<file path="src/rtl/core/swln_pkg.sv">
`timescale 1ns / 1ps
`default_nettype none

package swln_pkg;

    localparam int BONE_W    = 8;
    localparam int WEIGHT_W  = 16;
    localparam int VERTEX_W  = 16;
    // quotient bits of the Q1.15 normalized weight
    localparam int NORM_W    = 16;

    typedef struct packed {
        logic [BONE_W-1:0]   bone;
        logic [WEIGHT_W-1:0] weight;
    } entry_t;

endpackage

`default_nettype wire

</file>
<file path="src/rtl/core/swln_if.sv">
`timescale 1ns / 1ps
`default_nettype none

interface swln_in_if;
    logic                          valid;
    logic                          ready;
    logic [swln_pkg::BONE_W-1:0]   bone_index;
    logic [swln_pkg::WEIGHT_W-1:0] influence_weight;
    logic                          last_influence;

    modport source (output valid, bone_index, influence_weight, last_influence,
                    input ready);
    modport sink (input valid, bone_index, influence_weight, last_influence,
                  output ready);
endinterface

interface swln_out_if;
    logic                          valid;
    logic                          ready;
    logic [swln_pkg::VERTEX_W-1:0] vertex_number;
    logic [swln_pkg::BONE_W-1:0]   out_bone;
    logic [swln_pkg::NORM_W-1:0]   norm_weight;
    logic                          last_of_vertex;
    logic                          last_of_mesh;

    modport source (output valid, vertex_number, out_bone, norm_weight,
                    last_of_vertex, last_of_mesh, input ready);
    modport sink (input valid, vertex_number, out_bone, norm_weight,
                  last_of_vertex, last_of_mesh, output ready);
endinterface

`default_nettype wire

</file>
<file path="src/rtl/core/swln_ram.sv">
`timescale 1ns / 1ps
`default_nettype none

module swln_ram #(
    parameter int WIDTH = 24,
    parameter int DEPTH = 16
) (
    input  wire logic                                      clk,
    input  wire logic                                      we,
    input  wire logic [$clog2(DEPTH > 1 ? DEPTH : 2)-1:0]  waddr,
    input  wire logic [WIDTH-1:0]                          wdata,
    input  wire logic [$clog2(DEPTH > 1 ? DEPTH : 2)-1:0]  raddr,
    output logic      [WIDTH-1:0]                          rdata
);

    logic [WIDTH-1:0] mem [DEPTH];

    always_ff @(posedge clk)
    begin
        if (we)
        begin
            mem[waddr] <= wdata;
        end
        rdata <= mem[raddr];
    end

endmodule

`default_nettype wire

</file>
<file path="src/rtl/core/skin_weight_limit_normalizer.sv">
`timescale 1ns / 1ps
`default_nettype none

// Keeps up to MAX_INFLUENCES (bone, weight) influences of one vertex in a
// single-port-write, registered-read RAM and emits them, in slot order, with
// each weight divided by the sum of kept weights (floored, Q1.15) when the
// request flagged last_influence arrives. While the store has room a request
// is written into the next free slot. Once it is full, a request starts a
// pass over the RAM that finds the smallest kept weight (lowest slot on a
// tie); the replace state then overwrites that slot if the new weight is
// larger. On the last request each kept entry then gets a RAM read, a load,
// 16 restoring-division steps, an output load and any wait on the result
// channel. One result is registered at the output, so the divider for the
// next entry runs while a finished result waits. A zero weight sum yields
// zero weights. vertex_number counts vertices and last_of_mesh marks the
// last result of vertex vertex_count-1; vertex_count = 0 acts as 65536.
module skin_weight_limit_normalizer #(
    parameter int MAX_INFLUENCES = 16
) (
    input  wire logic                          clk,
    input  wire logic                          rst_n,
    input  wire logic                          cfg_we,
    input  wire logic [swln_pkg::VERTEX_W-1:0] cfg_wdata,
    swln_in_if.sink                            influence,
    swln_out_if.source                         normalized
);

    localparam int IDX_W  = (MAX_INFLUENCES > 1) ? $clog2(MAX_INFLUENCES) : 1;
    localparam int CNT_W  = $clog2(MAX_INFLUENCES + 1);
    localparam int SUM_W  = swln_pkg::WEIGHT_W + IDX_W;
    localparam int STEP_W = $clog2(swln_pkg::NORM_W);
    localparam int ENT_W  = $bits(swln_pkg::entry_t);
    localparam int ADDR_W = $clog2(MAX_INFLUENCES > 1 ? MAX_INFLUENCES : 2);

    localparam logic [2:0] S_IDLE = 3'd0;
    localparam logic [2:0] S_SCAN = 3'd1;
    localparam logic [2:0] S_REPL = 3'd2;
    localparam logic [2:0] S_ERD  = 3'd3;
    localparam logic [2:0] S_ELD  = 3'd4;
    localparam logic [2:0] S_EDIV = 3'd5;
    localparam logic [2:0] S_EOUT = 3'd6;

    logic [2:0]                    state_reg, state_next;
    logic [swln_pkg::VERTEX_W-1:0] vcount_reg, vcount_next;
    logic [swln_pkg::VERTEX_W-1:0] vnum_reg, vnum_next;
    logic [CNT_W-1:0]              count_reg, count_next;
    logic [SUM_W-1:0]              sum_reg, sum_next;
    logic [swln_pkg::BONE_W-1:0]   bone_reg, bone_next;
    logic [swln_pkg::WEIGHT_W-1:0] w_reg, w_next;
    logic                          last_reg, last_next;
    logic [CNT_W-1:0]              scan_reg, scan_next;
    logic                          dv_reg, dv_next;
    logic [IDX_W-1:0]              didx_reg, didx_next;
    logic [swln_pkg::WEIGHT_W-1:0] min_w_reg, min_w_next;
    logic [IDX_W-1:0]              min_slot_reg, min_slot_next;
    logic [CNT_W-1:0]              emit_reg, emit_next;
    logic [SUM_W-1:0]              rem_reg, rem_next;
    logic [swln_pkg::NORM_W-1:0]   quo_reg, quo_next;
    logic [STEP_W-1:0]             step_reg, step_next;
    logic [swln_pkg::BONE_W-1:0]   ebone_reg, ebone_next;

    logic                          ovalid_reg, ovalid_next;
    logic [swln_pkg::VERTEX_W-1:0] ovnum_reg, ovnum_next;
    logic [swln_pkg::BONE_W-1:0]   obone_reg, obone_next;
    logic [swln_pkg::NORM_W-1:0]   onorm_reg, onorm_next;
    logic                          olast_reg, olast_next;
    logic                          omesh_reg, omesh_next;

    logic                  ram_we;
    logic [ADDR_W-1:0]     ram_waddr;
    logic [ENT_W-1:0]      ram_wdata;
    logic [ADDR_W-1:0]     ram_raddr;
    logic [ENT_W-1:0]      ram_rdata;
    swln_pkg::entry_t      rd_entry;
    swln_pkg::entry_t      wr_entry;

    logic                  accept;
    logic                  full;
    logic                  replace;
    logic                  tail;
    logic                  mesh_end;
    logic                  out_free;
    logic [SUM_W:0]        trial;
    logic                  ge;

    assign accept   = influence.valid && influence.ready;
    assign full     = (count_reg == CNT_W'(MAX_INFLUENCES));
    assign replace  = (state_reg == S_REPL) && (w_reg > min_w_reg);
    assign tail     = ((emit_reg + CNT_W'(1)) == count_reg);
    assign mesh_end = (vnum_reg == (vcount_reg - swln_pkg::VERTEX_W'(1)));
    assign out_free = !ovalid_reg || normalized.ready;
    assign rd_entry = ram_rdata;

    // first division step compares the weight itself, later steps double
    assign trial = (step_reg == '0) ? {1'b0, rem_reg} : {rem_reg, 1'b0};
    assign ge    = (trial >= {1'b0, sum_reg});

    assign influence.ready = (state_reg == S_IDLE);

    always_comb
    begin
        ram_we             = 1'b0;
        ram_waddr          = ADDR_W'(count_reg[IDX_W-1:0]);
        wr_entry.bone      = influence.bone_index;
        wr_entry.weight    = influence.influence_weight;
        if (accept && !full)
        begin
            ram_we = 1'b1;
        end
        else if (replace)
        begin
            ram_we          = 1'b1;
            ram_waddr       = ADDR_W'(min_slot_reg);
            wr_entry.bone   = bone_reg;
            wr_entry.weight = w_reg;
        end
        ram_wdata = wr_entry;
        ram_raddr = (state_reg == S_SCAN) ? ADDR_W'(scan_reg[IDX_W-1:0])
                                          : ADDR_W'(emit_reg[IDX_W-1:0]);
    end

    always_comb
    begin
        state_next    = state_reg;
        vcount_next   = cfg_we ? cfg_wdata : vcount_reg;
        vnum_next     = vnum_reg;
        count_next    = count_reg;
        sum_next      = sum_reg;
        bone_next     = bone_reg;
        w_next        = w_reg;
        last_next     = last_reg;
        scan_next     = scan_reg;
        dv_next       = 1'b0;
        didx_next     = didx_reg;
        min_w_next    = min_w_reg;
        min_slot_next = min_slot_reg;
        emit_next     = emit_reg;
        rem_next      = rem_reg;
        quo_next      = quo_reg;
        step_next     = step_reg;
        ebone_next    = ebone_reg;
        ovalid_next   = ovalid_reg && !normalized.ready;
        ovnum_next    = ovnum_reg;
        obone_next    = obone_reg;
        onorm_next    = onorm_reg;
        olast_next    = olast_reg;
        omesh_next    = omesh_reg;

        unique case (state_reg)
            S_IDLE:
            begin
                if (accept)
                begin
                    bone_next = influence.bone_index;
                    w_next    = influence.influence_weight;
                    last_next = influence.last_influence;
                    emit_next = '0;
                    if (!full)
                    begin
                        count_next = count_reg + CNT_W'(1);
                        sum_next   = sum_reg + SUM_W'(influence.influence_weight);
                        state_next = influence.last_influence ? S_ERD : S_IDLE;
                    end
                    else
                    begin
                        scan_next  = '0;
                        state_next = S_SCAN;
                    end
                end
            end
            S_SCAN:
            begin
                if (scan_reg != CNT_W'(MAX_INFLUENCES))
                begin
                    scan_next = scan_reg + CNT_W'(1);
                    dv_next   = 1'b1;
                    didx_next = scan_reg[IDX_W-1:0];
                end
                if (dv_reg)
                begin
                    // strict less keeps the lowest slot on a tie
                    if ((didx_reg == '0) || (rd_entry.weight < min_w_reg))
                    begin
                        min_w_next    = rd_entry.weight;
                        min_slot_next = didx_reg;
                    end
                    if (didx_reg == IDX_W'(MAX_INFLUENCES - 1))
                    begin
                        state_next = S_REPL;
                    end
                end
            end
            S_REPL:
            begin
                if (replace)
                begin
                    sum_next = sum_reg - SUM_W'(min_w_reg) + SUM_W'(w_reg);
                end
                state_next = last_reg ? S_ERD : S_IDLE;
            end
            S_ERD:
            begin
                state_next = S_ELD;
            end
            S_ELD:
            begin
                rem_next   = SUM_W'(rd_entry.weight);
                ebone_next = rd_entry.bone;
                quo_next   = '0;
                step_next  = '0;
                state_next = S_EDIV;
            end
            S_EDIV:
            begin
                rem_next  = ge ? SUM_W'(trial - {1'b0, sum_reg}) : SUM_W'(trial);
                quo_next  = {quo_reg[swln_pkg::NORM_W-2:0], ge};
                step_next = step_reg + STEP_W'(1);
                if (step_reg == STEP_W'(swln_pkg::NORM_W - 1))
                begin
                    state_next = S_EOUT;
                end
            end
            S_EOUT:
            begin
                if (out_free)
                begin
                    ovalid_next = 1'b1;
                    ovnum_next  = vnum_reg;
                    obone_next  = ebone_reg;
                    onorm_next  = (sum_reg == '0) ? '0 : quo_reg;
                    olast_next  = tail;
                    omesh_next  = tail && mesh_end;
                    if (tail)
                    begin
                        count_next = '0;
                        sum_next   = '0;
                        vnum_next  = mesh_end ? '0 : vnum_reg + swln_pkg::VERTEX_W'(1);
                        state_next = S_IDLE;
                    end
                    else
                    begin
                        emit_next  = emit_reg + CNT_W'(1);
                        state_next = S_ERD;
                    end
                end
            end
            default:
            begin
                state_next = S_IDLE;
            end
        endcase
    end

    always_ff @(posedge clk or negedge rst_n)
    begin
        if (!rst_n)
        begin
            state_reg    <= S_IDLE;
            vcount_reg   <= swln_pkg::VERTEX_W'(1);
            vnum_reg     <= '0;
            count_reg    <= '0;
            sum_reg      <= '0;
            scan_reg     <= '0;
            dv_reg       <= 1'b0;
            emit_reg     <= '0;
            step_reg     <= '0;
            ovalid_reg   <= 1'b0;
        end
        else
        begin
            state_reg    <= state_next;
            vcount_reg   <= vcount_next;
            vnum_reg     <= vnum_next;
            count_reg    <= count_next;
            sum_reg      <= sum_next;
            scan_reg     <= scan_next;
            dv_reg       <= dv_next;
            emit_reg     <= emit_next;
            step_reg     <= step_next;
            ovalid_reg   <= ovalid_next;
        end
    end

    always_ff @(posedge clk)
    begin
        bone_reg     <= bone_next;
        w_reg        <= w_next;
        last_reg     <= last_next;
        didx_reg     <= didx_next;
        min_w_reg    <= min_w_next;
        min_slot_reg <= min_slot_next;
        rem_reg      <= rem_next;
        quo_reg      <= quo_next;
        ebone_reg    <= ebone_next;
        ovnum_reg    <= ovnum_next;
        obone_reg    <= obone_next;
        onorm_reg    <= onorm_next;
        olast_reg    <= olast_next;
        omesh_reg    <= omesh_next;
    end

    assign normalized.valid          = ovalid_reg;
    assign normalized.vertex_number  = ovnum_reg;
    assign normalized.out_bone       = obone_reg;
    assign normalized.norm_weight    = onorm_reg;
    assign normalized.last_of_vertex = olast_reg;
    assign normalized.last_of_mesh   = omesh_reg;

    swln_ram #(
        .WIDTH (ENT_W),
        .DEPTH (MAX_INFLUENCES)
    ) u_store (
        .clk   (clk),
        .we    (ram_we),
        .waddr (ram_waddr),
        .wdata (ram_wdata),
        .raddr (ram_raddr),
        .rdata (ram_rdata)
    );

endmodule

`default_nettype wire
</file>
<file path="src/flat_wrapper.sv">
// flat-port wrapper written by rule: the top's interface ports become plain ports
module skin_weight_limit_normalizer_flat 
#(
    parameter int MAX_INFLUENCES = 16
)
  (clk, rst_n, cfg_we, cfg_wdata, influence_valid, influence_bone_index, influence_influence_weight, influence_last_influence, influence_ready, normalized_valid, normalized_vertex_number, normalized_out_bone, normalized_norm_weight, normalized_last_of_vertex, normalized_last_of_mesh, normalized_ready);
  swln_in_if influence_i ();
  swln_out_if normalized_i ();
  input  wire logic clk;
  input  wire logic rst_n;
  input  wire logic cfg_we;
  input  wire logic [swln_pkg::VERTEX_W-1:0] cfg_wdata;
  input wire logic [$bits(influence_i.valid)-1:0] influence_valid;
  input wire logic [$bits(influence_i.bone_index)-1:0] influence_bone_index;
  input wire logic [$bits(influence_i.influence_weight)-1:0] influence_influence_weight;
  input wire logic [$bits(influence_i.last_influence)-1:0] influence_last_influence;
  output wire logic [$bits(influence_i.ready)-1:0] influence_ready;
  output wire logic [$bits(normalized_i.valid)-1:0] normalized_valid;
  output wire logic [$bits(normalized_i.vertex_number)-1:0] normalized_vertex_number;
  output wire logic [$bits(normalized_i.out_bone)-1:0] normalized_out_bone;
  output wire logic [$bits(normalized_i.norm_weight)-1:0] normalized_norm_weight;
  output wire logic [$bits(normalized_i.last_of_vertex)-1:0] normalized_last_of_vertex;
  output wire logic [$bits(normalized_i.last_of_mesh)-1:0] normalized_last_of_mesh;
  input wire logic [$bits(normalized_i.ready)-1:0] normalized_ready;
  assign influence_i.valid = influence_valid;
  assign influence_i.bone_index = influence_bone_index;
  assign influence_i.influence_weight = influence_influence_weight;
  assign influence_i.last_influence = influence_last_influence;
  assign influence_ready = influence_i.ready;
  assign normalized_valid = normalized_i.valid;
  assign normalized_vertex_number = normalized_i.vertex_number;
  assign normalized_out_bone = normalized_i.out_bone;
  assign normalized_norm_weight = normalized_i.norm_weight;
  assign normalized_last_of_vertex = normalized_i.last_of_vertex;
  assign normalized_last_of_mesh = normalized_i.last_of_mesh;
  assign normalized_i.ready = normalized_ready;
  skin_weight_limit_normalizer #(.MAX_INFLUENCES(MAX_INFLUENCES)) u_core (.clk(clk), .rst_n(rst_n), .cfg_we(cfg_we), .cfg_wdata(cfg_wdata), .influence(influence_i), .normalized(normalized_i));
endmodule
</file>
<file path="config.mk">
export PLATFORM = sky130hd
export DESIGN_NAME = skin_weight_limit_normalizer_flat
export DESIGN_NICKNAME = d
export VERILOG_FILES = /design/src/rtl/core/swln_pkg.sv /design/src/rtl/core/swln_if.sv /design/src/rtl/core/swln_ram.sv /design/src/rtl/core/skin_weight_limit_normalizer.sv /design/src/flat_wrapper.sv
export SDC_FILE = /design/constraint.sdc
export NUM_CORES = 1
export LEC_CHECK = 0
export ABC_CLOCK_PERIOD_IN_PS = 5400
export BUFFER_PORTS_ARGS = -buffer_cell sky130_fd_sc_hd__buf_2
export CORE_ASPECT_RATIO = 1.75
export CORE_UTILIZATION = 36
export CTS_CLUSTER_SIZE = 14
export DETAILED_ROUTE_END_ITERATION = 6
export SLEW_MARGIN = 20
export SYNTH_ARGS = -nofsm -noshare
export SYNTH_HDL_FRONTEND = slang
export SYNTH_HIERARCHICAL = 1
export SYNTH_SLANG_ARGS = --single-unit
</file>
<file path="constraint.sdc">
create_clock -name clk -period 5.4 [get_ports clk]
set_clock_uncertainty 0.1 [all_clocks]
set_input_delay 0.54 -clock clk [delete_from_list [all_inputs] [get_ports clk]]
set_output_delay 0.54 -clock clk [all_outputs]
set_load 0.02 [all_outputs]
</file>
**Word-level counts from Yosys, hierarchy flattened**

Memory sizes are Yosys's and may differ from the RTL's. A register that Yosys moved wholly into a read port is not among the register bits.
Cells that the tools add are included.

- Register bits: 211
- Bits in writable memories: 384
- Input bits: 46
- Output and inout port bits: 44
- Logic and storage cells: 137
- Memories kept: 1

Memory list:

| name | depth | bits a word | read ports | clocked after memory_dff | wr ports | RTL line | RTL |
|---|---|---|---|---|---|---|---|
| u_core.u_store.mem | 16 | 24 | 1 | 1 | 1 | swln_ram.sv:16 | `logic [WIDTH-1:0] mem [DEPTH];` |

- Add/sub/neg operators: 10
- Magnitude comparators: 3
- Eq/ne operators: 23
- Mux-type cells: 48
- Reduce and logical (&&, ||, !) cells: 28

Operators by type and width:

| kind | count |
|---|---|
| $mux 20 | 6 |
| $pmux 20 s3 | 1 |
| $mux 5 | 10 |
| $mux 24 | 2 |
| $add 20x16->20 | 2 |
| $pmux 20 s2 | 1 |
| $pmux 16 s2 | 1 |
| $pmux 5 s2 | 3 |
| $ge 21x20->1 | 1 |
| $mux 21 | 1 |
| $pmux 3 s7 | 1 |
| $logic_not 20->1 | 1 |
| $sub 20x16->20 | 1 |
| $sub 20x20->20 | 1 |
| $mux 3 | 6 |
| $add 16x1->16 const B | 1 |
| $eq 16x16->1 | 1 |
| $gt 16x16->1 | 1 |
| $lt 16x16->1 | 1 |
| $mux 16 | 1 |
| $sub 16x1->16 const B | 1 |
| $add 5x1->5 const B | 3 |
| $mux 4 | 3 |
| $ne 2x2->1 const B | 6 |
| other kinds (24) | 56 |

**Depth between registers and ports, before layout**

Gate-level depths: netlist (run 1).

- Depth after elaboration: 6
- Mapped depth: 17

**Hierarchy**

Netlist (run 1), hierarchy kept.

Modules (own cells, without submodules):

| module | instances | cells each | area an instance (µm²) | seq. area each (µm²) |
|---|---|---|---|---|
| swln_ram | 1 | 636 | 14930.6 | 12011.5 |
| skin_weight_limit_normalizer | 1 | 1334 | 13581.8 | 5957.0 |

**Worst setup path before layout (run 1)**

OpenSTA, ideal clock, no wires.

- Path kind: register to register
- Start: register u_core/min_w_reg[9] in the netlist's numbering
- End: memory u_core.u_store.mem[0][0], enable pin
- Setup time: 435 ps
- Arrival time: 4393 ps
- Required time: 4865 ps
- Path slack: 472 ps
- Cell stages (with the launch flop): 13
- Period minus slack after synthesis: 4928 ps
- Path through: edfxtp_1 > inv_1 > ha_1 > a211o_1 > o211ai_1 > a21oi_1 > a211oi_1 > nor2_1 > nand2_1 > clkbuf_1 > mux2_2 > or3b_2 > nor3_1

- Elaborated cells between the ends (all ways): 8
- Classes of those cells: order compare: 1; mux: 6; reduce/logical: 1

RTL lines:

| element | RTL line | RTL |
|---|---|---|
| start, declared | skin_weight_limit_normalizer.sv:54 | `logic [swln_pkg::WEIGHT_W-1:0] min_w_reg, min_w_next;` |
| start signal, assigned | skin_weight_limit_normalizer.sv:290 | `min_w_reg <= min_w_next;` |
| $gt 16x16->1 | skin_weight_limit_normalizer.sv:88 | `assign replace = (state_reg == S_REPL) && (w_reg > min_w_reg);` |
| $logic_and 1x1->1 | skin_weight_limit_normalizer.sv:88 |  |
| $mux 4 | skin_weight_limit_normalizer.sv:110 | `else if (replace)` |
| $mux 4 | skin_weight_limit_normalizer.sv:106 | `if (accept && !full)` |
| via u_core.ram_waddr[3] | skin_weight_limit_normalizer.sv:70 | `logic [ADDR_W-1:0] ram_waddr;` |
| end, declared | swln_ram.sv:16 |  |

The timed path passes the listed nets, and every way through them passes these cells.

**Worst setup path in the final report (run 1)**

- Start: register u_core.step_reg[0]
- End: register u_core.rem_reg[12] (data pin)

- Word-level cells in the longest chain between the ends: 5
- Elaborated cells between the ends (all ways): 6
- Classes of those cells: add/sub: 1; order compare: 1; mux: 3; reduce/logical: 1

Ends and longest elaborated chain:

| element | RTL line | RTL |
|---|---|---|
| start, declared | skin_weight_limit_normalizer.sv:59 | `logic [STEP_W-1:0] step_reg, step_next;` |
| start signal, assigned | skin_weight_limit_normalizer.sv:279 | `step_reg <= step_next;` |
| $logic_not 4->1 * | skin_weight_limit_normalizer.sv:95 | `assign trial = (step_reg == '0) ? {1'b0, rem_reg} : {rem_reg, 1'b0};` |
| $mux 21 * | skin_weight_limit_normalizer.sv:95 |  |
| $sub 20x20->20 / $ge 21x20->1 (equally long branches) | skin_weight_limit_normalizer.sv:215, skin_weight_limit_normalizer.sv:96 |  |
| $mux 20 * | skin_weight_limit_normalizer.sv:215 | `rem_next = ge ? SUM_W'(trial - {1'b0, sum_reg}) : SUM_W'(trial);` |
| $pmux 20 s2 * | skin_weight_limit_normalizer.sv:149 | `unique case (state_reg)` |
| via u_core.rem_next[12] | skin_weight_limit_normalizer.sv:57 | `logic [SUM_W-1:0] rem_reg, rem_next;` |
| end signal, assigned | skin_weight_limit_normalizer.sv:292 | `rem_reg <= rem_next;` |
| end, declared | skin_weight_limit_normalizer.sv:57 |  |

The timed path passes the listed nets; every way through them passes the cells marked *.
A chain may end at the register's enable or synchronous reset.

==> impl_summary.txt, run 1 <==
----------------------------------------------------
[Final layout]
  Area overhead of the layout relative to synthesis ... 13.9%
  Most flops, register ... u_core/u_store/mem
  Biggest regs ... u_core/u_store/mem (384), u_core/u_store/rdata (24)
  Number of nets at the end of the flow ... approximately 2,300
  Layout Utilization ... roughly 41%
  Layout cells sized above 1 ... between 10% and 20%
  Flip-flop count of the largest register, all copies and words added ... approximately 380
  Filler cells ... roughly 7,000

[Critical path]
  Critical path fanouts, max ... 24
  Cell type with the highest occurrence count on the critical path ... sky130_fd_sc_hd__a21o_1
  Maximum single-stage delay on the critical path ... roughly 520 ps
  Worst path required time ... between 5000 and 6000 ps
  Crit Path Class ... flip-flop to flip-flop
  Critical path arrival ... 4790 ps
  Crit end category ... flip-flop
  Ordered list of cells on the worst path ... inv_1, ha_1, or3b_1, buf_4, mux2_2, ha_1, a21o_1, a21o_1, a21o_1, a2111o_1, o21ai_2, buf_4, mux2i_1, o21ai_0
  Cell with the biggest individual delay on the critical path ... sky130_fd_sc_hd__or3b_1
  Startpoint kind of the worst setup timing path ... flip-flop

[Global routing]
  Initial antenna violation count ... 1
  Total congestion overflow after global routing ... 0
  Via count of the first global-routing pass ... roughly 18,000
  Maximum number of pins on one net before global-route repair ... 71
  GRT Overall Usage ... between 10% and 20%
  Global-route wire length before repair ... 108 mm

[Synthesis]
  Main combinational cell family by area after synthesis ... multiplexers
  Library cell occupying the most area in the post-synthesis netlist ... sky130_fd_sc_hd__edfxtp_1
  Number of enable flip-flop cells after synthesis ... 519
  Post-synth cell types ... 84
  Biggest area contributors in the synthesized netlist ... sky130_fd_sc_hd__edfxtp_1 55%, sky130_fd_sc_hd__mux4_2 7.6%, sky130_fd_sc_hd__dfrtp_1 6.6%
  Mean Syn Cell Area ... 14.5 sq um
  Most numerous cell types in the synthesized netlist ... 519 x sky130_fd_sc_hd__edfxtp_1, 121 x sky130_fd_sc_hd__nand2_1, 113 x sky130_fd_sc_hd__inv_1
  Synthesized instance count ... 1,970
  Multiplexer share of the synthesized area ... between 10% and 20%
  Share of synthesized flip-flops with an asynchronous set or reset ... 12.3%
  Total of flip-flops plus latches after synthesis ... 619
  Library cell with the highest instance count after synthesis ... sky130_fd_sc_hd__edfxtp_1
  Net count after synthesis ... 2,133
  Synthesized cell area ... approximately 29,000 sq um
  Number of synthesis warnings ... 6
  Adder-cell share of the synthesized area ... ~5.6%
  Seq/Total Area, Yosys ... between 60% and 70%
  Post-synthesis xor/xnor area fraction ... about 2.2%
  Compound-Gate Fraction of Synth Area ... 8.68%
  Fraction of the mapped netlist area in simple logic gates ... 7.77%
  Share of the synthesized area in the top cell type ... 54.7%
  Post-synth top flop ... sky130_fd_sc_hd__edfxtp_1

[CTS]
  Insertion delay of the later-clocked pin in the worst-skew pair ... approximately 670 ps
  Largest buffer count on any clock path ... 3
  Register clock-pin slew on the reported worst setup and hold paths ... about 70 ps
  Clock tree from TritonCTS ... built
  Number of cells upsized or downsized after cts ... 0
  Clock buffers created by TritonCTS ... 56
  Number of levels the H-tree was split into ... 2
  Cell at the root of the clock tree ... sky130_fd_sc_hd__clkbuf_16
  Sinks on Clock Net ... between 600 and 700
  Setup Fix Bufs, Post-CTS ... 0
  Number of hold-repair buffers added at the cts stage ... 11

[STA]
  Highest clock rate ... around 0.22 GHz
  Max-slew violation total from the final report ... 0
  Worst slew slack as a fraction of its limit ... 36.1%
  Hold violation count in the final report ... 0
  Final clock period utilization by the worst path ... a little over four fifths
  Final critical path time including I/O delays and setup ... between 4000 and 5000 ps
  Final setup violation count ... 0
  Transition time of the tightest slew-check pin ... roughly 950 ps
  PnR worst setup slack ... between 800 and 900 ps
  Unrepaired setup endpoints after global routing ... false
  Post-route setup TNS ... 0 ps

[Die]
  Floorplan Core Area ... approximately 78,000 sq um
  Die width ... between 200 and 250 um
  Chip height ... around 370 um
  Starting density of the core ... between 30% and 40%
  Number of top-level pins ... 90
  Die outline area ... 80,400 sq um
  Cell Rows ... ~140

[Place]
  HPWL after detailed placement ... ~47 mm
  Final weighted congestion of routability-driven global placement ... around 0.88
  Worst slack, placed ... 895 ps
  Port-buffer cells ... ~90

[Detailed routing]
  Total wire length ... between 70 and 80 mm
  First DRT Iteration DRCs ... between 1,000 and 1,500
  Detailed-route vias per instance ... ~5.4
  Number of design rule violations left after detail routing ... 0
  First-pass iteration count of the detailed router ... 5
  Routed Antenna Nets ... 0
  Vias after detailed routing ... 17,200
  Average detailed-routed wire length per instance ... between 20 and 25 um

[Power]
  Worst vdd rail ir drop ... 318 uV
  Pwr Density ... 556 nW/um^2
  Total leakage power ... roughly 12 nW
  Power, Total ... between 15 and 20 mW

[Flow run]
  Max_cap viols ... 0

[Status]
  Status ... complete, no violations

[Min path]
  Min-Delay Path Class ... primary input to flip-flop

----------------------------------------------------
[kinds of logic after synthesis]
kind of cell | count (synthesis)
multiplexers | 159
adder cells (fa/ha/maj) | 117
AND/OR/NAND/NOR | 439
AO/OA/AOI/OAI | 376
XOR/XNOR | 70
buffers and inverters | 190
flip-flops | 619
[per-layer routing]
layer  up-vias  global-route usage [%]  wire length, um
met1      8784                    18.4            25300
met3       177                    2.20             2460
li1       7805                       -                -
met5         -                       0                0
met2       433                    34.6            39800
met4         0                    9.61             3800
[power breakdown]
part	switching (mW)	internal, mW	total, mW	leakage, nW
clock network	1.82	2.27	4.08	0.911
logic	4.38	3.06	7.43	5.06
registers	0.492	6.06	6.55	5.77
[critical path: cells and delay by family, from the launching register on]
kind / cells / cell delay [ps]
AOI/OAI and AO/OA: 6 / 1510
adders and majority gates: 2 / 410
buffers and inverters: 3 / 730
DFF: 1 / 410
muxes: 2 / 580
and+or+nand+nor: 1 / 520
[stage by stage]
stage               hold WS, ps  area, sq um  instances
floorplan                   144        28500       1970
global placement            254        30400       3073
detailed placement          256        30400       3073
CTS                       0.243        32400       3190
global route               6.22        32500       3192
finish                     27.6        32500       3192
[placed cells by master (no fill, tap or decap), drive strengths merged, types with 15 or more instances in the layout]
| master | n |
|---|---|
| a21oi | 88 |
| nand4 | 17 |
| o21ai | 89 |
| ha | 99 |
| buf | 146 |
| xor2 | 36 |
| nor2b | 30 |
| o21a | 15 |
| nand2b | 28 |
| xnor2 | 34 |
| edfxtp | 519 |
| nor3 | 28 |
| clkbuf | 82 |
| a22oi | 51 |
| clkinv | 17 |
| a21o | 33 |
| inv | 114 |
| nand2 | 122 |
| dfrtp | 75 |
| and3 | 25 |
| fa | 18 |
| dfxtp | 24 |
| nand3 | 35 |
| mux4 | 96 |
| mux2 | 50 |
| nor2 | 88 |
[cell type report]
class | instances | area, sq um | area share, %
clock inverters | 24 | 327 | 1.01
clock buffers | 82 | 1560 | 4.80
repair buffers | 157 | 1030 | 3.17
inverters | 113 | 424 | 1.31
well taps | 1035 | 1290 | 3.99
diodes | 1 | 2.50 | 0.00771
flip-flops and latches | 619 | 18000 | 55.3
multi-input cells | 1161 | 9870 | 30.4
[worst paths after layout]
kind,from,end,slack [ps],cells after the start
max,u_core/step_reg[0]$_DFFE_PN0P_,u_core/rem_reg[12]$_DFFE_PP_,860,14
min,influence_influence_weight[5],u_core/w_reg[5]$_DFFE_PP_,30,1
max reg2reg,u_core/step_reg[0]$_DFFE_PN0P_,u_core/rem_reg[12]$_DFFE_PP_,860,14
min reg2reg,u_core/u_store/rdata[18]$_DFF_P_,u_core/ebone_reg[2]$_DFFE_PN_,270,0
max in group asynchronous,rst_n,u_core/sum_reg[13]$_DFFE_PN0P_,4160,4
min in group asynchronous,rst_n,u_core/vcount_reg[2]$_DFFE_PN0P_,160,2
Power figures use the tool's default switching activity.
==> run 2: changes to the inputs <==
ABC_AREA = 1   (was unset)
ABC_CLOCK_PERIOD_IN_PS = 4000   (was 5400)
clock period = 4 ns   (was 5.4 ns; I/O delays follow)
==> impl_summary.txt, run 2 <==
----------------------------------------------------
[Critical path]
  Critical path fanouts, max ... 17
  Depth of the most critical reg-to-reg path ... 14
  Crit Path Class ... flip-flop to flip-flop
  Worst path required time ... ~4200 ps
  Startpoint kind of the worst setup timing path ... flip-flop
  Crit end category ... flip-flop
  Critical path arrival ... between 3000 and 4000 ps

[Min path]
  Worst Hold Depth ... 3
  Min-Delay Path Class ... primary input to flip-flop

[Synthesis]
  Mean Syn Cell Area ... about 9 sq um
  Number of synthesis warnings ... 6
  Post-synth cell types ... 56
  Share of the synthesized area in the top cell type ... between 40 and 50%
  Library cell with the highest instance count after synthesis ... sky130_fd_sc_hd__nand2_1
  Synthesized instance count ... between 3,000 and 4,000
  Seq/Total Area, Yosys ... a little under three fifths
  Most numerous cell types in the synthesized netlist ... 1,070 x sky130_fd_sc_hd__nand2_1, 581 x sky130_fd_sc_hd__inv_1, 519 x sky130_fd_sc_hd__edfxtp_1
  Library cell occupying the most area in the post-synthesis netlist ... sky130_fd_sc_hd__edfxtp_1
  Total of flip-flops plus latches after synthesis ... between 600 and 700
  Net count after synthesis ... roughly 3,700
  Post-synth top flop ... sky130_fd_sc_hd__edfxtp_1
  Biggest area contributors in the synthesized netlist ... sky130_fd_sc_hd__edfxtp_1 49%, sky130_fd_sc_hd__nand2_1 13%, sky130_fd_sc_hd__inv_1 6.8%
  Share of synthesized flip-flops with an asynchronous set or reset ... about 12%
  Synthesized cell area ... 31,900 sq um
  Number of enable flip-flop cells after synthesis ... about 520

[Detailed routing]
  Detailed-route vias per instance ... just under 5
  Number of design rule violations left after detail routing ... 0
  Routed Antenna Nets ... 0
  First DRT Iteration DRCs ... 1,535
  Vias after detailed routing ... 23,900
  Average detailed-routed wire length per instance ... 18.3 um
  Total wire length ... approximately 90 mm
  First-pass iteration count of the detailed router ... 7

[Power]
  Power, Total ... 27.2 mW
  Worst vdd rail ir drop ... 419 uV
  Total leakage power ... 16.3 nW
  Pwr Density ... around 750 nW/um^2

[STA]
  Final setup violation count ... 0
  Max-slew violation total from the final report ... 0
  Hold_ws ... ~56 ps
  Post-route setup TNS ... 0 ps
  PnR worst setup slack ... around 250 ps
  Final critical path time including I/O delays and setup ... 3750 ps
  Transition time of the tightest slew-check pin ... just over 1000 ps
  Hold violation count in the final report ... 0
  Unrepaired setup endpoints after global routing ... false
  Final clock period utilization by the worst path ... 93.8%
  Highest clock rate ... between 0.2 and 0.3 GHz
  Worst slew slack as a fraction of its limit ... ~32%

[Global routing]
  GRT Overall Usage ... about a fifth
  Maximum number of pins on one net before global-route repair ... 150
  Total congestion overflow after global routing ... 0
  Via count of the first global-routing pass ... ~24,000
  Global-route wire length before repair ... 138 mm
  Initial antenna violation count ... 0

[CTS]
  Setup Fix Bufs, Post-CTS ... 0
  Clock tree from TritonCTS ... built
  Cell at the root of the clock tree ... sky130_fd_sc_hd__clkbuf_16
  Number of hold-repair buffers added at the cts stage ... 43
  Register clock-pin slew on the reported worst setup and hold paths ... 70 ps
  Clock buffers created by TritonCTS ... 56
  Number of cells upsized or downsized after cts ... 0
  Insertion delay of the later-clocked pin in the worst-skew pair ... approximately 670 ps
  Largest buffer count on any clock path ... 3
  Sinks on Clock Net ... 619
  Number of levels the H-tree was split into ... 2

[Final layout]
  Highest-count cells in the layout ignoring fill and taps ... 1,069 x sky130_fd_sc_hd__nand2_1, 580 x sky130_fd_sc_hd__inv_1, 519 x sky130_fd_sc_hd__edfxtp_1, 420 x sky130_fd_sc_hd__nand3_1, 145 x sky130_fd_sc_hd__nor2_1
  Biggest regs ... u_core/u_store/mem (384), u_core/u_store/rdata (24)
  Layout Cells excl Fill ... just under 5,000
  Area overhead of the layout relative to synthesis ... 14.2%
  Number of nets at the end of the flow ... roughly 3,800
  Diodes inserted ... 0
  Layout cells sized above 1 ... 9.01%
  Most flops, register ... u_core/u_store/mem
  Filler cells ... ~8,700
  Flip-flop count of the largest register, all copies and words added ... between 300 and 400
  Most common library cell in the layout ignoring fill and taps ... sky130_fd_sc_hd__nand2_1

[Place]
  Worst slack, placed ... between 300 and 400 ps
  DP Cell Count ... roughly 4,700
  Port-buffer cells ... between 80 and 90
  HPWL after detailed placement ... 65.2 mm
  Final weighted congestion of routability-driven global placement ... between 0.9 and 1

[Status]
  Status ... complete, no violations

[Flow run]
  Max_cap viols ... 0

[Die]
  Die width ... roughly 230 um
  Starting density of the core ... between 30% and 40%
  Number of top-level pins ... 90
  Cell Rows ... around 140
  Die outline area ... around 90,000 sq um
  Chip height ... 396 um
  Floorplan Core Area ... 87,900 sq um

----------------------------------------------------
-- run 2: changes by cell type after synthesis, moves of 23 or more --
cell / delta
sky130_fd_sc_hd__inv_1: +468
sky130_fd_sc_hd__nand4_1: +23
sky130_fd_sc_hd__a22oi_1: -51
sky130_fd_sc_hd__buf_2: +34
sky130_fd_sc_hd__clkbuf_1: -23
sky130_fd_sc_hd__o21ai_0: +36
sky130_fd_sc_hd__nand2_1: +949
sky130_fd_sc_hd__nor2_1: +74
sky130_fd_sc_hd__mux4_2: -96
sky130_fd_sc_hd__a21o_1: -28
sky130_fd_sc_hd__mux2_2: -46
sky130_fd_sc_hd__nand2b_1: -28
sky130_fd_sc_hd__nand3_1: +385
sky130_fd_sc_hd__nor2b_1: -30
-- run 2: area by class of cell --
| type | instances | area [sq um] | area share, % |
|---|---|---|---|
| well taps | 1168 | 1460 | 4.01 |
| repair buffers | 198 | 1620 | 4.46 |
| inverters | 595 | 2240 | 6.15 |
| clock buffers | 76 | 1510 | 4.13 |
| clock inverters | 23 | 297 | 0.814 |
| flip-flops and latches | 619 | 18000 | 49.3 |
| multi-input cells | 2208 | 11400 | 31.1 |
-- run 2: path summary, 6_finish.rpt --
path                                                  start                             endpoint  slack (ps)
min reg2reg                u_core/u_store/rdata[22]$_DFF_P_        u_core/ebone_reg[6]$_DFFE_PN_         310
max                          u_core/min_w_reg[11]$_DFFE_PP_  u_core/u_store/mem[13][0]$_DFFE_PP_         250
min                                         influence_valid      u_core/count_reg[1]$_DFFE_PN0P_          60
max reg2reg                  u_core/min_w_reg[11]$_DFFE_PP_  u_core/u_store/mem[13][0]$_DFFE_PP_         250
min in group asynchronous                             rst_n        u_core/sum_reg[6]$_DFFE_PN0P_         300
max in group asynchronous                             rst_n     u_core/vcount_reg[0]$_DFFE_PN1P_        2590
-- run 2: power by group --
| part | total, mW | switching, mW | leakage [nW] | internal (mW) |
|---|---|---|---|---|
| clock | 5.40 | 2.48 | 0.868 | 2.92 |
| sequential | 9.01 | 0.632 | 5.87 | 8.38 |
| combinational | 12.8 | 8.85 | 9.52 | 3.97 |
| total | 27.2 | 12.0 | 16.3 | 15.3 |
-- run 2: layer usage --
metal / GRT usage, % / vias up / part of all wire [%] / routed length [um]
met5: 0 / - / 0 / 0
met4: 11.5 / 0 / 6.1 / 5490
met3: 2.25 / 231 / 3.6 / 3250
met2: 38.6 / 598 / 55 / 48900
met1: 20.7 / 11300 / 36 / 31900
li1: - / 11800 / - / -
-- run 2: kinds of logic (layout without fill, tap and decap cells) --
group / Yosys count / after routing / synth area share [%]
xor gates and xnor gates: 46 / 46 / 1.30
DFF: 619 / 619 / 56.3
muxes: 4 / 4 / 0.141
and+or+nand+nor: 1798 / 1798 / 24.4
buffers and inverters: 707 / 892 / 8.79
AOI/OAI and AO/OA: 243 / 243 / 4.04
adders and majority gates: 117 / 117 / 5.01
-- run 2: critical path: stages, from the launching register on --
cell and delay (ps):
sky130_fd_sc_hd__edfxtp_1 370, sky130_fd_sc_hd__inv_1 70, sky130_fd_sc_hd__ha_1 290, sky130_fd_sc_hd__nand2_1 90, sky130_fd_sc_hd__nor4_1 270, sky130_fd_sc_hd__buf_4 170, sky130_fd_sc_hd__nand2_1 50, sky130_fd_sc_hd__nand2_1 50
sky130_fd_sc_hd__nand2_1 100, sky130_fd_sc_hd__nor2_4 320, sky130_fd_sc_hd__inv_2 150, sky130_fd_sc_hd__o21ai_0 280, sky130_fd_sc_hd__nand3_1 440, sky130_fd_sc_hd__nor2_4 410, sky130_fd_sc_hd__buf_12 220
-- run 2: stage by stage --
stage | cell area (sq um) | utilization [%]
detailed placement | 34200 | 38.9
global placement | 34200 | 38.9
CTS | 36400 | 41.4
global route | 36500 | 41.5
floorplan | 31900 | -
finish | 36500 | 41.5
==> run 3: changes to the inputs <==
ABC_AREA = 0   (was 1)
==> impl_summary.txt, run 3 (synthesis gave the netlist of run 1 again) <==
----------------------------------------------------
[Global routing]
  Global-route wire length before repair ... between 100 and 150 mm
  Maximum number of pins on one net before global-route repair ... 97
  Initial antenna violation count ... 2
  Total congestion overflow after global routing ... 0
  Via count of the first global-routing pass ... roughly 19,000
  GRT Overall Usage ... between 10% and 20%

[Critical path]
  Depth of the most critical reg-to-reg path ... 14
  Source of the worst register-to-register timing path ... u_core/step_reg[1]$_DFFE_PN0P_
  Critical path arrival ... roughly 4200 ps
  Startpoint kind of the worst setup timing path ... flip-flop
  Ordered list of cells on the worst path ... inv_1, ha_1, or3b_1, buf_6, mux2_2, fa_2, a211o_1, a211oi_2, o31a_1, nand2b_1, or3_1, a211oi_1, o31a_1, o21ai_1
  Critical path fanouts, max ... 7
  Capture point of the worst reg-to-reg path ... u_core/rem_reg[14]$_DFFE_PP_
  Flop2flop setup slack ... between 20 and 30 ps
  Crit end category ... flip-flop
  Crit Path Class ... flip-flop to flip-flop
  Maximum single-stage delay on the critical path ... approximately 380 ps
  Cell with the biggest individual delay on the critical path ... sky130_fd_sc_hd__dfrtp_1
  Worst path required time ... about 4300 ps
  Cell type with the highest occurrence count on the critical path ... sky130_fd_sc_hd__o31a_1

[Detailed routing]
  First DRT Iteration DRCs ... 1,176
  Average detailed-routed wire length per instance ... approximately 22 um
  First-pass iteration count of the detailed router ... 6
  Detailed-route vias per instance ... roughly 5.4
  Total wire length ... 71.8 mm
  Routed Antenna Nets ... 0
  Number of design rule violations left after detail routing ... 0
  Vias after detailed routing ... between 15,000 and 20,000

[Die]
  Die outline area ... between 80,000 and 90,000 sq um
  Cell Rows ... approximately 140
  Chip height ... 374 um
  Number of top-level pins ... 90
  Starting density of the core ... between 30 and 40%
  Floorplan Core Area ... 78,400 sq um
  Die width ... between 200 and 250 um

[Place]
  Final weighted congestion of routability-driven global placement ... between 0.9 and 1
  Port-buffer cells ... 89
  Post-place instance area ... a little over 30,000 sq um
  HPWL after detailed placement ... approximately 47 mm
  DP Cell Count ... roughly 3,100
  Worst slack, placed ... -74.2 ps

[STA]
  Post-route setup TNS ... 0 ps
  Worst slew slack as a fraction of its limit ... ~36%
  Highest clock rate ... about 0.25 GHz
  Max-slew violation total from the final report ... 0
  Hold violation count in the final report ... 0
  Final clock period utilization by the worst path ... 99.3%
  Transition time of the tightest slew-check pin ... 962 ps
  Unrepaired setup endpoints after global routing ... true
  Final setup violation count ... 0
  Final critical path time including I/O delays and setup ... approximately 4000 ps
  PnR worst setup slack ... ~27 ps

[CTS]
  Number of levels the H-tree was split into ... 2
  Register clock-pin slew on the reported worst setup and hold paths ... 70 ps
  Insertion delay of the later-clocked pin in the worst-skew pair ... about 670 ps
  Largest buffer count on any clock path ... 3
  Clock buffers created by TritonCTS ... between 50 and 60
  Sinks on Clock Net ... ~620
  Clock tree from TritonCTS ... built
  Cell at the root of the clock tree ... sky130_fd_sc_hd__clkbuf_16

[Final layout]
  Area overhead of the layout relative to synthesis ... 16.2%
  Highest-count cells in the layout ignoring fill and taps ... 519 x sky130_fd_sc_hd__edfxtp_1, 120 x sky130_fd_sc_hd__nand2_1, 112 x sky130_fd_sc_hd__inv_1, 96 x sky130_fd_sc_hd__mux4_2, 93 x sky130_fd_sc_hd__ha_1
  Flip-flop count of the largest register, all copies and words added ... around 380
  Post-route standard cell area excluding fillers ... around 33,000 sq um
  Layout cells sized above 1 ... around a fifth
  Biggest regs ... u_core/u_store/mem (384), u_core/u_store/rdata (24)
  Most flops, register ... u_core/u_store/mem
  Most common library cell in the layout ignoring fill and taps ... sky130_fd_sc_hd__edfxtp_1
  Layout Cells excl Fill ... roughly 3,200
  Number of nets at the end of the flow ... around 2,300
  Diodes inserted ... 0

[Min path]
  Worst Hold Depth ... 3
  Start point of the worst min-delay path ... normalized_ready
  WHS Endpoint ... u_core/normalized.valid$_DFF_PN0_
  Min-Delay Path Class ... primary input to flip-flop

[Power]
  Switching part of the total power ... between 30% and 40%
  Pwr Density ... 746 nW/um^2
  Internal power component ... about 16 mW
  Logic pwr share ... a little over two fifths
  Worst vdd rail ir drop ... approximately 530 uV
  Sequential share of power ... 35.5%
  Clock power frac ... 20.9%
  Total net switching power ... between 9 and 10 mW
  Total leakage power ... approximately 12 nW

[Flow run]
  Max_cap viols ... 0

[Status]
  Status ... complete, no violations

----------------------------------------------------
[run 3: metal layers]
| metal | track usage [%] | wire [um] |
|---|---|---|
| met3 | 2.26 | 2690 |
| met4 | 9.14 | 3760 |
| met1 | 18.7 | 25900 |
| met2 | 34.3 | 39400 |
| met5 | 0 | 23 |
[run 3: cell type report]
class,instances,area (sq um)
Clock buffer,84,1510
Clock inverter,18,224
Fill cell,7013,45300
Inverter,113,424
Multi-Input combinational cell,1161,9990
Sequential cell,619,18000
Tap cell,1035,1290
Timing Repair Buffer,217,1740
[run 3: how the worst max path moves through the flow]
stage                                               from                            endpoint  slack [ps]  depth (start not counted)
after floorplan            u_core/min_w_reg[9]$_DFFE_PP_  u_core/u_store/mem[1][0]$_DFFE_PP_        -290                         12
after global placement    u_core/step_reg[1]$_DFFE_PN0P_        u_core/rem_reg[14]$_DFFE_PP_         -20                         14
after global routing      u_core/step_reg[1]$_DFFE_PN0P_    u_core/rem_reg[16]$_SDFFCE_PN0P_         -40                         16
after CTS                 u_core/step_reg[1]$_DFFE_PN0P_    u_core/rem_reg[16]$_SDFFCE_PN0P_         -20                         16
after detailed placement  u_core/step_reg[1]$_DFFE_PN0P_        u_core/rem_reg[14]$_DFFE_PP_         -70                         14
final                     u_core/step_reg[1]$_DFFE_PN0P_        u_core/rem_reg[14]$_DFFE_PP_          30                         14
[run 3: worst max-delay path, delay by kind of cell (launching register included)]
kind	cells	cell delay, ps
mux	1	310
buf+inv	2	240
fa+ha+maj	2	540
simple gates	3	800
flops	1	380
compound gates	6	1330
[run 3: through the flow]
stage	hold slack, ps	util [%]	total power, mW
after global routing	84.7	42.3	26.2
final	83.4	42.3	24.7
after CTS	47.4	42.1	24.5
after global placement	292	39.3	18.9
after floorplan	4.41	-	16.1
after detailed placement	291	39.3	19.2
[run 3: timing repair]
action	4_1_cts	5_1_grt
setup buffers	0	5
cloned	0	1
resized for setup	1	23
pin swaps	0	6
endpoints found under the setup margin	2	20
endpoints found under the hold margin	92	0
hold buffers	42	0
[run 3: power groups by stage]
stage          clock [mW]  sequential (mW)  combinational [mW]
3_5_place_dp            0             8.91                10.3
4_1_cts              5.30             8.78                10.4
5_1_grt              5.50             8.86                11.8
6_report             5.16             8.78                10.8
2_1_floorplan           0             8.71                7.43
3_3_place_gp            0             8.88                10.1
